==> src/sv/htc_pkg.sv <==
`timescale 1ns / 1ps
// Package for the hoist travel controller: field widths, mode, button,
// event kind and register index codes. No dependencies.
package htc_pkg;

  localparam int unsigned KindW   = 3;
  localparam int unsigned ButtonW = 3;
  localparam int unsigned SampleW = 10;
  localparam int unsigned DriveW  = 2;
  localparam int unsigned ModeW   = 3;
  localparam int unsigned PosW    = 16;
  localparam int unsigned MsW     = 32;
  localparam int unsigned CfgIdxW = 3;
  localparam int unsigned CfgDatW = 16;

  typedef logic [KindW-1:0]          kind_t;
  typedef logic [ButtonW-1:0]        button_t;
  typedef logic [SampleW-1:0]        sample_t;
  typedef logic [DriveW-1:0]         drive_t;
  typedef logic [ModeW-1:0]          mode_t;
  typedef logic signed [PosW-1:0]    pos_t;
  typedef logic [MsW-1:0]            ms_t;
  typedef logic [CfgIdxW-1:0]        cfg_idx_t;
  typedef logic [CfgDatW-1:0]        cfg_dat_t;

  // Event kinds.
  localparam kind_t K_TICK    = 3'd0;
  localparam kind_t K_EDGE    = 3'd1;
  localparam kind_t K_BUTTON  = 3'd2;
  localparam kind_t K_CURRENT = 3'd3;
  localparam kind_t K_SUPPLY  = 3'd4;

  // Buttons.
  localparam button_t B_POWER       = 3'd0;
  localparam button_t B_RAISE       = 3'd1;
  localparam button_t B_LOWER       = 3'd2;
  localparam button_t B_RESET       = 3'd3;
  localparam button_t B_TEACH_RAISE = 3'd4;
  localparam button_t B_TEACH_LOWER = 3'd5;
  localparam button_t B_NONE        = 3'd7;

  // Modes.
  localparam mode_t M_FACTORY      = 3'd0;
  localparam mode_t M_RESET_DONE   = 3'd1;
  localparam mode_t M_LOWER_TAUGHT = 3'd2;
  localparam mode_t M_RISING       = 3'd3;
  localparam mode_t M_AT_TOP       = 3'd4;
  localparam mode_t M_LOWERING     = 3'd5;
  localparam mode_t M_AT_BOTTOM    = 3'd6;
  localparam mode_t M_OVERLOAD     = 3'd7;

  // Motor drive.
  localparam drive_t D_STOP  = 2'd0;
  localparam drive_t D_RAISE = 2'd1;
  localparam drive_t D_LOWER = 2'd2;

  // Configuration register indexes.
  localparam cfg_idx_t R_OVERCURRENT = 3'd0;
  localparam cfg_idx_t R_DEBOUNCE    = 3'd1;
  localparam cfg_idx_t R_PERIOD      = 3'd2;
  localparam cfg_idx_t R_FACTORY     = 3'd3;
  localparam cfg_idx_t R_SUPPLY      = 3'd4;
  localparam cfg_idx_t R_SAVED_POS   = 3'd5;
  localparam cfg_idx_t R_SAVED_LIMIT = 3'd6;
  localparam cfg_idx_t R_SAVED_MODE  = 3'd7;

  // Register reset values.
  localparam logic [9:0]  OVERCURRENT_RST = 10'd682;
  localparam logic [9:0]  DEBOUNCE_RST    = 10'd20;
  localparam logic [13:0] PERIOD_RST      = 14'd200;
  localparam logic [15:0] FACTORY_RST     = 16'd5000;
  localparam logic [9:0]  SUPPLY_RST      = 10'd1000;

  localparam pos_t POS_MAX = 16'sh7FFF;
  localparam pos_t POS_MIN = -16'sh8000;

endpackage

==> src/sv/htc_channels.sv <==
`timescale 1ns / 1ps
// Valid/ready channel interfaces for the hoist travel controller:
// event input, status result and register write. Depends on htc_pkg.
interface htc_in_if import htc_pkg::*; ();
  logic    valid;
  logic    ready;
  kind_t   kind;
  button_t button;
  logic    level;
  sample_t sample;
  modport source (output valid, kind, button, level, sample, input ready);
  modport sink   (input valid, kind, button, level, sample, output ready);
endinterface

interface htc_out_if import htc_pkg::*; ();
  logic   valid;
  logic   ready;
  drive_t motor_drive;
  logic   powered;
  mode_t  mode;
  pos_t   position;
  pos_t   travel_limit;
  logic   teaching;
  logic   persist;
  modport source (output valid, motor_drive, powered, mode, position, travel_limit,
                  teaching, persist, input ready);
  modport sink   (input valid, motor_drive, powered, mode, position, travel_limit,
                  teaching, persist, output ready);
endinterface

interface htc_cfg_if import htc_pkg::*; ();
  logic     valid;
  logic     ready;
  cfg_idx_t index;
  cfg_dat_t data;
  modport source (output valid, index, data, input ready);
  modport sink   (input valid, index, data, output ready);
endinterface

==> src/sv/hoist_travel_controller.sv <==
`timescale 1ns / 1ps
// Hoist travel controller top level. Depends on htc_pkg and the channel
// interfaces in htc_channels.sv.

// Each input event (millisecond tick, encoder edge, button change, current
// or supply sample) is handled in the cycle it is transferred and gives one
// status result in the next cycle; the state registers themselves form the
// result register. One event per cycle is sustained as long as results are
// taken; while a result waits, a new event is still transferred if the
// result is taken in the same cycle. Register writes are always accepted and
// the saved position, limit and mode writes load the live state at once.
module hoist_travel_controller import htc_pkg::*; (
  input  logic         clk,
  input  logic         rst_n,
  htc_in_if.sink       in_ch,
  htc_out_if.source    out_ch,
  htc_cfg_if.sink      cfg_ch
);

  // Configuration registers.
  logic [9:0]  overcurrent_r;
  logic [9:0]  debounce_r;
  logic [13:0] period_r;
  logic [15:0] factory_hold_r;
  logic [9:0]  supply_level_r;

  // Controller state.
  logic    on_r, on_nxt;
  logic    teach_r, teach_nxt;
  mode_t   mode_r, mode_nxt;
  pos_t    pos_r, pos_nxt;
  pos_t    limit_r, limit_nxt;
  drive_t  drive_r, drive_nxt;
  ms_t     ms_now_r, ms_now_nxt;
  ms_t     last_edge_r, last_edge_nxt;
  ms_t     last_check_r, last_check_nxt;
  button_t held_r, held_nxt;
  ms_t     press_r, press_nxt;
  logic    persist_r, persist_nxt;
  logic    out_valid_r;

  logic in_fire;
  logic cfg_fire;
  ms_t  edge_gap;
  ms_t  check_gap;
  ms_t  held_time;
  pos_t pos_inc;
  pos_t pos_dec;

  assign in_ch.ready  = !out_valid_r || out_ch.ready;
  assign in_fire      = in_ch.valid && in_ch.ready;
  assign cfg_ch.ready = 1'b1;
  assign cfg_fire     = cfg_ch.valid;

  assign edge_gap  = ms_now_r - last_edge_r;
  assign check_gap = ms_now_r - last_check_r;
  assign held_time = ms_now_r - press_r;
  assign pos_inc   = (pos_r == POS_MAX) ? pos_r : pos_r + 16'sd1;
  assign pos_dec   = (pos_r == POS_MIN) ? pos_r : pos_r - 16'sd1;

  always_comb begin
    on_nxt         = on_r;
    teach_nxt      = teach_r;
    mode_nxt       = mode_r;
    pos_nxt        = pos_r;
    limit_nxt      = limit_r;
    drive_nxt      = drive_r;
    ms_now_nxt     = ms_now_r;
    last_edge_nxt  = last_edge_r;
    last_check_nxt = last_check_r;
    held_nxt       = held_r;
    press_nxt      = press_r;
    persist_nxt    = 1'b0;

    unique case (in_ch.kind)
      K_TICK: begin
        ms_now_nxt = ms_now_r + 32'd1;
      end
      K_EDGE: begin
        if (edge_gap > {22'd0, debounce_r}) begin
          last_edge_nxt = ms_now_r;
          if (teach_r) begin
            if (mode_r == M_RISING) pos_nxt = pos_inc;
          end else if (mode_r == M_LOWERING || mode_r == M_AT_BOTTOM) begin
            pos_nxt = pos_dec;
            if (pos_dec <= 16'sd0) begin
              drive_nxt = D_STOP;
              mode_nxt  = M_AT_BOTTOM;
            end
          end else if (mode_r == M_RISING || mode_r == M_AT_TOP) begin
            pos_nxt = pos_inc;
            if (pos_inc >= limit_r) begin
              drive_nxt = D_STOP;
              mode_nxt  = M_AT_TOP;
            end
          end
        end
      end
      K_BUTTON: begin
        if (in_ch.button <= B_TEACH_LOWER) begin
          if (in_ch.level) begin
            if (held_r == B_NONE) begin
              held_nxt  = in_ch.button;
              press_nxt = ms_now_r;
            end
          end else if (held_r == in_ch.button) begin
            // Release of the held button: this is where buttons act.
            held_nxt = B_NONE;
            if (!on_r) begin
              if (in_ch.button == B_POWER) begin
                on_nxt    = 1'b1;
                drive_nxt = D_STOP;
              end
            end else if (in_ch.button == B_POWER) begin
              on_nxt    = 1'b0;
              drive_nxt = D_STOP;
            end else if (in_ch.button == B_RESET) begin
              if (mode_r == M_RESET_DONE) begin
                if (held_time >= {16'd0, factory_hold_r}) begin
                  mode_nxt    = M_FACTORY;
                  persist_nxt = 1'b1;
                end
              end else begin
                drive_nxt   = D_STOP;
                pos_nxt     = '0;
                limit_nxt   = '0;
                mode_nxt    = M_RESET_DONE;
                persist_nxt = 1'b1;
              end
            end else begin
              unique case (mode_r)
                M_RESET_DONE: begin
                  if (in_ch.button == B_TEACH_LOWER) begin
                    teach_nxt   = 1'b1;
                    pos_nxt     = '0;
                    limit_nxt   = '0;
                    mode_nxt    = M_LOWERING;
                    drive_nxt   = D_LOWER;
                    persist_nxt = 1'b1;
                  end
                end
                M_LOWER_TAUGHT: begin
                  if (in_ch.button == B_TEACH_RAISE) begin
                    mode_nxt    = M_RISING;
                    teach_nxt   = 1'b1;
                    drive_nxt   = D_RAISE;
                    persist_nxt = 1'b1;
                  end
                end
                M_RISING: begin
                  if (in_ch.button == B_TEACH_RAISE && teach_r) begin
                    drive_nxt   = D_STOP;
                    limit_nxt   = pos_r;
                    mode_nxt    = M_AT_TOP;
                    teach_nxt   = 1'b0;
                    persist_nxt = 1'b1;
                  end
                end
                M_AT_TOP: begin
                  if (in_ch.button == B_LOWER) begin
                    mode_nxt  = M_LOWERING;
                    drive_nxt = D_LOWER;
                  end
                end
                M_LOWERING: begin
                  if (in_ch.button == B_TEACH_LOWER && teach_r) begin
                    drive_nxt   = D_STOP;
                    limit_nxt   = '0;
                    mode_nxt    = M_LOWER_TAUGHT;
                    teach_nxt   = 1'b0;
                    persist_nxt = 1'b1;
                  end
                end
                M_AT_BOTTOM: begin
                  if (in_ch.button == B_RAISE) begin
                    mode_nxt  = M_RISING;
                    drive_nxt = D_RAISE;
                  end
                end
                M_OVERLOAD: begin
                  if (in_ch.button == B_LOWER) begin
                    drive_nxt   = D_LOWER;
                    mode_nxt    = M_AT_BOTTOM;
                    persist_nxt = 1'b1;
                  end
                end
                default: ;
              endcase
            end
          end
        end
      end
      K_CURRENT: begin
        if (on_r && mode_r == M_LOWERING && check_gap >= {18'd0, period_r}) begin
          if (in_ch.sample > overcurrent_r) begin
            drive_nxt   = D_STOP;
            mode_nxt    = M_OVERLOAD;
            persist_nxt = 1'b1;
          end
          last_check_nxt = ms_now_r;
        end
      end
      K_SUPPLY: begin
        if (in_ch.sample > supply_level_r) begin
          mode_nxt    = M_AT_TOP;
          persist_nxt = 1'b1;
        end
      end
      default: ;
    endcase
  end

  always_ff @(posedge clk) begin
    if (!rst_n) begin
      overcurrent_r  <= OVERCURRENT_RST;
      debounce_r     <= DEBOUNCE_RST;
      period_r       <= PERIOD_RST;
      factory_hold_r <= FACTORY_RST;
      supply_level_r <= SUPPLY_RST;
      on_r           <= 1'b0;
      teach_r        <= 1'b0;
      mode_r         <= M_FACTORY;
      pos_r          <= '0;
      limit_r        <= '0;
      drive_r        <= D_STOP;
      ms_now_r       <= '0;
      last_edge_r    <= '0;
      last_check_r   <= '0;
      held_r         <= B_NONE;
      press_r        <= '0;
      persist_r      <= 1'b0;
      out_valid_r    <= 1'b0;
    end else begin
      if (in_fire) begin
        on_r         <= on_nxt;
        teach_r      <= teach_nxt;
        mode_r       <= mode_nxt;
        pos_r        <= pos_nxt;
        limit_r      <= limit_nxt;
        drive_r      <= drive_nxt;
        ms_now_r     <= ms_now_nxt;
        last_edge_r  <= last_edge_nxt;
        last_check_r <= last_check_nxt;
        held_r       <= held_nxt;
        press_r      <= press_nxt;
        persist_r    <= persist_nxt;
        out_valid_r  <= 1'b1;
      end else if (out_ch.ready) begin
        out_valid_r <= 1'b0;
      end
      // Register writes should happen only while idle; the block does not enforce this, and a write simply wins.
      if (cfg_fire) begin
        unique case (cfg_ch.index)
          R_OVERCURRENT: overcurrent_r  <= cfg_ch.data[9:0];
          R_DEBOUNCE:    debounce_r     <= cfg_ch.data[9:0];
          R_PERIOD:      period_r       <= cfg_ch.data[13:0];
          R_FACTORY:     factory_hold_r <= cfg_ch.data;
          R_SUPPLY:      supply_level_r <= cfg_ch.data[9:0];
          R_SAVED_POS:   pos_r          <= pos_t'(cfg_ch.data);
          R_SAVED_LIMIT: limit_r        <= pos_t'(cfg_ch.data);
          R_SAVED_MODE:  mode_r         <= cfg_ch.data[2:0];
          default: ;
        endcase
      end
    end
  end

  assign out_ch.valid        = out_valid_r;
  assign out_ch.motor_drive  = drive_r;
  assign out_ch.powered      = on_r;
  assign out_ch.mode         = mode_r;
  assign out_ch.position     = pos_r;
  assign out_ch.travel_limit = limit_r;
  assign out_ch.teaching     = teach_r;
  assign out_ch.persist      = persist_r;

endmodule

==> src/flat_wrapper.sv <==
// flat-port wrapper written by rule: the top's interface ports become plain ports
module hoist_travel_controller_flat import htc_pkg::*;
  (clk, rst_n, in_ch_valid, in_ch_kind, in_ch_button, in_ch_level, in_ch_sample, in_ch_ready, out_ch_valid, out_ch_motor_drive, out_ch_powered, out_ch_mode, out_ch_position, out_ch_travel_limit, out_ch_teaching, out_ch_persist, out_ch_ready, cfg_ch_valid, cfg_ch_index, cfg_ch_data, cfg_ch_ready);
  htc_in_if in_ch_i ();
  htc_out_if out_ch_i ();
  htc_cfg_if cfg_ch_i ();
  input  logic clk;
  input  logic rst_n;
  input wire logic [$bits(in_ch_i.valid)-1:0] in_ch_valid;
  input wire logic [$bits(in_ch_i.kind)-1:0] in_ch_kind;
  input wire logic [$bits(in_ch_i.button)-1:0] in_ch_button;
  input wire logic [$bits(in_ch_i.level)-1:0] in_ch_level;
  input wire logic [$bits(in_ch_i.sample)-1:0] in_ch_sample;
  output wire logic [$bits(in_ch_i.ready)-1:0] in_ch_ready;
  output wire logic [$bits(out_ch_i.valid)-1:0] out_ch_valid;
  output wire logic [$bits(out_ch_i.motor_drive)-1:0] out_ch_motor_drive;
  output wire logic [$bits(out_ch_i.powered)-1:0] out_ch_powered;
  output wire logic [$bits(out_ch_i.mode)-1:0] out_ch_mode;
  output wire logic [$bits(out_ch_i.position)-1:0] out_ch_position;
  output wire logic [$bits(out_ch_i.travel_limit)-1:0] out_ch_travel_limit;
  output wire logic [$bits(out_ch_i.teaching)-1:0] out_ch_teaching;
  output wire logic [$bits(out_ch_i.persist)-1:0] out_ch_persist;
  input wire logic [$bits(out_ch_i.ready)-1:0] out_ch_ready;
  input wire logic [$bits(cfg_ch_i.valid)-1:0] cfg_ch_valid;
  input wire logic [$bits(cfg_ch_i.index)-1:0] cfg_ch_index;
  input wire logic [$bits(cfg_ch_i.data)-1:0] cfg_ch_data;
  output wire logic [$bits(cfg_ch_i.ready)-1:0] cfg_ch_ready;
  assign in_ch_i.valid = in_ch_valid;
  assign in_ch_i.kind = in_ch_kind;
  assign in_ch_i.button = in_ch_button;
  assign in_ch_i.level = in_ch_level;
  assign in_ch_i.sample = in_ch_sample;
  assign in_ch_ready = in_ch_i.ready;
  assign out_ch_valid = out_ch_i.valid;
  assign out_ch_motor_drive = out_ch_i.motor_drive;
  assign out_ch_powered = out_ch_i.powered;
  assign out_ch_mode = out_ch_i.mode;
  assign out_ch_position = out_ch_i.position;
  assign out_ch_travel_limit = out_ch_i.travel_limit;
  assign out_ch_teaching = out_ch_i.teaching;
  assign out_ch_persist = out_ch_i.persist;
  assign out_ch_i.ready = out_ch_ready;
  assign cfg_ch_i.valid = cfg_ch_valid;
  assign cfg_ch_i.index = cfg_ch_index;
  assign cfg_ch_i.data = cfg_ch_data;
  assign cfg_ch_ready = cfg_ch_i.ready;
  hoist_travel_controller u_core (.clk(clk), .rst_n(rst_n), .in_ch(in_ch_i), .out_ch(out_ch_i), .cfg_ch(cfg_ch_i));
endmodule
==> config.mk <==
export PLATFORM = sky130hd
export DESIGN_NAME = hoist_travel_controller_flat
export DESIGN_NICKNAME = d
export VERILOG_FILES = /design/src/sv/htc_pkg.sv /design/src/sv/htc_channels.sv /design/src/sv/hoist_travel_controller.sv /design/src/flat_wrapper.sv
export SDC_FILE = /design/constraint.sdc
export NUM_CORES = 1
export LEC_CHECK = 0
export BUFFER_PORTS_ARGS = -buffer_cell sky130_fd_sc_hd__buf_2
export CORE_MARGIN = 5
export CORE_UTILIZATION = 45
export CTS_CLUSTER_SIZE = 8
export DETAILED_ROUTE_END_ITERATION = 8
export PLACE_DENSITY = 0.71
export SKIP_CTS_REPAIR_TIMING = 1
export SKIP_LAST_GASP = 1
export SYNTH_ARGS = -nofsm -noshare
export SYNTH_HDL_FRONTEND = slang
export SYNTH_SLANG_ARGS = --single-unit
==> constraint.sdc <==
create_clock -name clk -period 4.5 [get_ports clk]
set_clock_uncertainty 0.15 [all_clocks]
set_input_delay 0.225 -clock clk [delete_from_list [all_inputs] [get_ports clk]]
set_output_delay 0.225 -clock clk [all_outputs]
set_load 0.1 [all_outputs]
# [Yosys cells after proc, flatten, opt, wreduce, memory -nomap -nowiden]
# Cells that the tools add are included.
# W data, S select, Z words.
[totals] regBits=232 latchBits=0 ram_bits=0 mem_bits_ro=0 wordCells=235 n_memories=0
[op_classes] add_sub_neg=6 mul=0 n_div=0 order_cmp=8 n_eq_ne=51 shifts=0 n_mux=119 bitwise=3 n_reduce_logical=30
[ops] operator="$mux W16" n=33
[ops] operator="$sub A32 B32 Y32" n=3
[ops] operator="$mux W3" n=30
[ops] operator="$pmux W16 S3" n=1
[ops] operator="$mux W2" n=22
[ops] operator="$eq A3 B3 Y1 const B" n=12
[ops] operator="$add A32 B1 Y32 const B" n=1
[ops] operator="$eq A16 B16 Y1 const B" n=2
[ops] operator="$ge A32 B14 Y1" n=1
[ops] operator="$ge A32 B16 Y1" n=1
[ops] operator="$gt A32 B10 Y1" n=1
[ops] operator="$pmux W16 S2" n=1
[ops] operator="$mux W1" n=25
[ops] operator="$eq A3 B2 Y1 const B" n=8
[ops] operator="$pmux W3 S7" n=1
[ops] operator="$reduce_and A21 Y1" n=1
[ops] operator="$gt A10 B10 Y1" n=2
[ops] operator="$add A16 B2 Y16 const B" n=1
[ops] operator="$ge A16 B16 Y1" n=1
[ops] operator="$le A16 B1 Y1 const B" n=1
[ops] operator="$ne A2 B1 Y1 const B" n=8
[ops] operator="$sub A16 B2 Y16 const B" n=1
[ops] operator="$ne A5 B2 Y1 const B" n=3
[ops] operator="$reduce_and A5 Y1" n=3
[ops] operator="other kinds (27)" n=54

# [Depth between registers and ports, before layout]
[depth] word_depth=14 ltp_mapped=23 ltp_nobuf=22

# [Worst setup path after synthesis]
# Ideal clock, no wire load.
[synth_timing] path_type="reg-to-reg" from="reg u_core.pos_r[6] (netlist: u_core.out_ch.position[6])" to="reg u_core.mode_r[1] (netlist: u_core.out_ch.mode[1])" setup_time_ns=0.122 t_arrival_ns=4.630 path_slack_ns=-0.402 path_stages_with_launch=19 n_path_buf=1 synth_period_minus_slack_ns=4.902 cell_sequence="dfxtp_1 > clkbuf_1 > nand4_1 > nor3_1 > nand4_1 > nor2_1 > mux2_2 > ha_1 > nor2b_1 > o21a_1 > o21ai_0 > a21oi_1 > o221ai_1 > a41o_1 > o21ai_0 > nand3_1 > a221oi_1 > a21oi_1 > a311o_1"
[synth_via] elab_chain_cells=12 word_cells_on_any_way=18
[synth_rtl] element="from (decl)" line="hoist_travel_controller.sv:31" rtl="pos_t pos_r, pos_nxt;"
[synth_rtl] element="from (signal assigned)" line="hoist_travel_controller.sv:238" rtl="pos_r <= pos_nxt;"
[synth_rtl] element="from (signal assigned)" line="hoist_travel_controller.sv:259" rtl="R_SAVED_POS: pos_r <= pos_t'(cfg_ch.data);"
[synth_rtl] element="$add A16 B2 Y16 or $eq A16 B16 Y1 (tied branches)" line="hoist_travel_controller.sv:58" rtl="assign pos_inc = (pos_r == POS_MAX) ? pos_r : pos_r + 16'sd1;"
[synth_rtl] element="$mux W16" line="hoist_travel_controller.sv:58"
[synth_rtl] element="$ge A16 B16 Y1" line="hoist_travel_controller.sv:92" rtl="if (pos_inc >= limit_r) begin"
[synth_rtl] element="$mux W3" line="hoist_travel_controller.sv:92"
[synth_rtl] element="$mux W3" line="hoist_travel_controller.sv:90" rtl="end else if (mode_r == M_RISING || mode_r == M_AT_TOP) begin"
[synth_rtl] element="$mux W3 *" line="hoist_travel_controller.sv:84" rtl="end else if (mode_r == M_LOWERING || mode_r == M_AT_BOTTOM) begin"
[synth_rtl] element="$mux W3 *" line="hoist_travel_controller.sv:82" rtl="if (teach_r) begin"
[synth_rtl] element="$mux W3 *" line="hoist_travel_controller.sv:80" rtl="if (edge_gap > {22'd0, debounce_r}) begin"
[synth_rtl] element="$pmux W3 S4 *" line="hoist_travel_controller.sv:75" rtl="unique case (in_ch.kind)"
[synth_rtl] element="$mux W3 *" line="hoist_travel_controller.sv:234" rtl="if (in_fire) begin"
[synth_rtl] element="$mux W3" line="hoist_travel_controller.sv:253" rtl="unique case (cfg_ch.index)"
[synth_rtl] element="$mux W3 *" line="hoist_travel_controller.sv:252" rtl="if (cfg_fire) begin"
[synth_rtl] element="to (signal assigned)" line="hoist_travel_controller.sv:237" rtl="mode_r <= mode_nxt;"
[synth_rtl] element="to (signal assigned)" line="hoist_travel_controller.sv:261" rtl="R_SAVED_MODE: mode_r <= cfg_ch.data[2:0];"
[synth_rtl] element="to (decl)" line="hoist_travel_controller.sv:30" rtl="mode_t mode_r, mode_nxt;"
# Mark *: on every way between the ends. The rest lies on a longest branch, timed or not.
# A chain may end at the register's enable or synchronous reset.

# [Final worst setup path]
[layout_timing] from="reg u_core.ms_now_r[0]" to="reg u_core.last_check_r[29]"
[layout_via] elab_chain_cells=4
[layout_rtl] element="from (decl)" line="hoist_travel_controller.sv:34" rtl="ms_t ms_now_r, ms_now_nxt;"
[layout_rtl] element="from (signal assigned)" line="hoist_travel_controller.sv:241" rtl="ms_now_r <= ms_now_nxt;"
[layout_rtl] element="$sub A32 B32 Y32" line="hoist_travel_controller.sv:56" rtl="assign check_gap = ms_now_r - last_check_r;"
[layout_rtl] element="$ge A32 B14 Y1" line="hoist_travel_controller.sv:194" rtl="if (on_r && mode_r == M_LOWERING && check_gap >= {18'd0, period_r}) begin"
[layout_rtl] element="$logic_and A1 B1 Y1" line="hoist_travel_controller.sv:194"
[layout_rtl] element="$reduce_and A3 Y1 (no line)"
[layout_rtl] element="to (signal assigned)" line="hoist_travel_controller.sv:243" rtl="last_check_r <= last_check_nxt;"
[layout_rtl] element="to (decl)" line="hoist_travel_controller.sv:36" rtl="ms_t last_check_r, last_check_nxt;"
# Every way passes these cells.

==> flow_summary.ini <==
[synthesis]
yosys.area.top_type = dfxtp_1
synth_compound_area_share_pct = 26.1
synth-main-ff-cell = dfxtp_1
synth_edf_count = 0
yosysMostFrequentCell = nand2_1
yosys_register_bits = 232
synth_mux_area_share_pct = 1.00
synth_top_family_by_area = compound AO/OA/AOI/OAI gates
synth_common_cells = nand2_1 (460), a21oi_1 (331), dfxtp_1 (232)
syn_area_um2 = 19400
synthSimpleGateAreaFrac_pct = 25.2
synthTopCellsByArea = dfxtp_1 (24%), ha_1 (11%), nand2_1 (8.9%), a21oi_1 (8.6%), inv_1 (4.1%)
synthAdderAreaFrac_pct = 11.5
synth_xor_area_share_pct = 4.70
synth_cells = 2775
yosysTopAreaCellShare_pct = 24.0
syn_nets = 2992
avgSynthCellArea_um2 = 6.98
synth_cell_types = 92
yosysWarnings = 0
yosysSeqAreaShare_pct = 24.0
async_reset_ff_share_pct = 0

[placed_design]
io_buffers = 82
place.gp.congestion = 1.02
dp_hpwl_mm = 52.0
pre_cts_ws_ns = -0.356

[drt]
drt_wl_total_mm = 70.6
initialDrtViolationCount = 2191
viasPerCell = 6.07
dr_total_vias = 21438
post_drt_wl_per_cell_um = 20.0
antenna_left = 0
drt_pre_antenna_iters = 6
drt_drc_violations_left = 0

[clock_network]
htree_levels = 2
cts.clk_slew.worst_paths_ns = 0.05
cts.sinks = 232
root_buffer = clkbuf_16
numCtsBuffers = 36
cts_buffer_depth = 3
cts_tree = yes
worstSkewPairLatency_ns = 0.56

[pwr]
fin_total_pwr_mw = 5.29
power_density_nw_per_um2 = 227
leakagePower_nw = 9.88
irDropWorstVdd_mv = 0.237

[floorplanning]
die-height_um = 217
io_pins = 84
initial_core_util_pct = 45.3
fp-row-count = 76
die_area_um2 = 47300
die_w_um = 217
core_area_um2 = 42800

[timing]
fin_crit_sh_pct = 106
fmax_mhz = 209
rsz0062_at_grt = true
finalCriticalPeriod_ns = 4.78
relSlewSlack_pct = 16.3
setup_viol = 75
slew_violations = 0
tightest_slew_ns = 1.25
setup_slack_ns = -0.276
finalHoldViolCount = 0

[final_layout]
area_growth_pct = 20.4
diodes = 0
drive_above_1_share_pct = 15.4
final_nets = 3189

[worst_setup_path]
crit_path_max_fanout = 9
crit_end = u_core.last_check_r[29]$_SDFFE_PN0P_
reg2reg_depth = 23
cp.required_ns = 4.72
criticalPathCategory = reg2reg
r2r_slack_ns = -0.28
reg2reg_from = u_core.ms_now_r[0]$_SDFFE_PN0P_
r2r-end = u_core.last_check_r[29]$_SDFFE_PN0P_
cp-start-kind = register
crit_start = u_core.ms_now_r[0]$_SDFFE_PN0P_
crit_path_end_kind = register
cp.arrival_ns = 5.00

[hold_path]
min_path_type = in2reg

[global_routing]
grt_overflow = 0
grt_pass1_wl_mm = 108
grt_pass1_vias = 20319
met3_usage_pct = 5.26
antenna_found_initial = 2
met2_usage_pct = 45.0
grtUsageMet1_pct = 37.7
grt_most_used_layer = met2
grt_max_degree = 76
grtUsageTotal_pct = 27.8

[outcome]
status = complete, but fails checks
violations = negative setup slack

[flow_run]
maxCapViolations = 0
[sequential cells by signal, summed over array words and instances, names as in the netlist, 2 cells and up]
signal and flops:
u_core.last_check_r 32, u_core.last_edge_r 32, u_core.ms_now_r 32, u_core.press_r 32, u_core.factory_hold_r 16, u_core.out_ch.position 16
u_core.out_ch.travel_limit 16, u_core.period_r 14, u_core.debounce_r 10, u_core.overcurrent_r 10, u_core.supply_level_r 10, u_core.held_r 3
u_core.out_ch.mode 3, u_core.out_ch.motor_drive 2
[power by group]
part	internal, mW	switching, mW
Sequential	2.08	0.0220
Combinational	0.188	0.431
Clock	1.53	1.04
Total	3.79	1.49
[layout make-up]
type	instances	area (um^2)
fill	4125	19500
multi-input combinational	2172	13700
sequential	232	4670
timing repair buffer	316	2440
clock buffer	44	941
inverter	214	808
tap	546	683
clock inverter	6	85.1
[how the worst min path moves through the flow]
stage               slack (ns)                            startpoint  cells after the start                                    end
detailed placement        0.30    u_core.last_edge_r[6]$_SDFFE_PN0P_                      2     u_core.last_edge_r[6]$_SDFFE_PN0P_
finish                   0.006                          cfg_ch_valid                      4  u_core.supply_level_r[2]$_SDFFE_PN0P_
global placement          0.29  u_core.last_check_r[20]$_SDFFE_PN0P_                      2   u_core.last_check_r[20]$_SDFFE_PN0P_
CTS                      -0.23                           in_ch_valid                      3       u_core.out_ch.valid$_SDFFE_PN0P_
global route              0.06                          cfg_ch_valid                      4  u_core.supply_level_r[2]$_SDFFE_PN0P_
floorplan                 0.20                           in_ch_valid                      2       u_core.out_ch.valid$_SDFFE_PN0P_
[worst max-delay path, stage by stage (launching register included)]
cell and delay, ns:
dfxtp_2 0.32, inv_2 0.07, ha_4 0.14, inv_2 0.04, fa_2 0.38, a21o_1 0.21, a221oi_2 0.28, o21ai_1 0.13
a21o_1 0.18, a21oi_2 0.13, xnor2_1 0.10, ha_2 0.21, a2111oi_4 0.33, o21ai_1 0.11, o21ai_1 0.13, o2111ai_2 0.15
nor3_2 0.23, o2111ai_2 0.17, nor4b_4 0.40, nand4_4 0.18, buf_12 0.20, clkbuf_16 0.16, nand3_1 0.10, a21oi_1 0.08
[stage by stage]
stage	hold WS, ns	setup TNS, ns	utilization [%]	instance area [um^2]	std cells
2_1_floorplan	0.204	0	-	19400	2775
3_3_place_gp	0.291	-8.11	49.9	21300	3434
3_5_place_dp	0.297	-22.25	49.9	21300	3434
4_1_cts	-0.234	-24.74	52.3	22400	3484
5_1_grt	0.0592	-22.52	54.5	23300	3530
6_report	0.00568	-10.20	54.5	23300	3530
[cell families (layout without fill, tap and decap cells)]
logic type	after synthesis	after routing
AND/OR/NAND/NOR	1057	1060
other	1	1
buffers and inverters	374	580
flip-flops	232	232
XOR/XNOR	104	104
multiplexers	19	19
adder cells (fa/ha/maj)	176	176
AO/OA/AOI/OAI	812	812
[layout by cell type (no fill, tap or decap), types with 9 or more instances in the layout]
cell type	n
o21a_1	24
nor4_1	14
buf_4	192
or2_2	10
and3_1	22
nand4_1	56
or3_1	17
a31oi_1	30
clkbuf_16	42
o31ai_1	12
nor3_1	65
xnor2_1	54
buf_6	9
a21o_1	26
dlygate4sd3_1	20
mux2i_1	16
o21ai_0	138
a22oi_1	21
nand2b_1	21
nor2b_1	32
buf_2	82
dfxtp_1	218
nand2_1	457
a21oi_1	312
and2_1	12
ha_1	170
inv_1	211
xor2_1	49
a21oi_2	21
nor2_1	203
o21bai_1	9
nand3_1	86
o211ai_1	43
a211oi_1	33
dfxtp_2	10
o21ai_1	22
[layer usage]
layer | share of wire [%] | wire (um)
met1 | 43 | 30300
met2 | 46 | 32200
met3 | 8.4 | 5960
met4 | 3.1 | 2150
met5 | 0.048 | 34
Power figures use the tool's default switching activity.
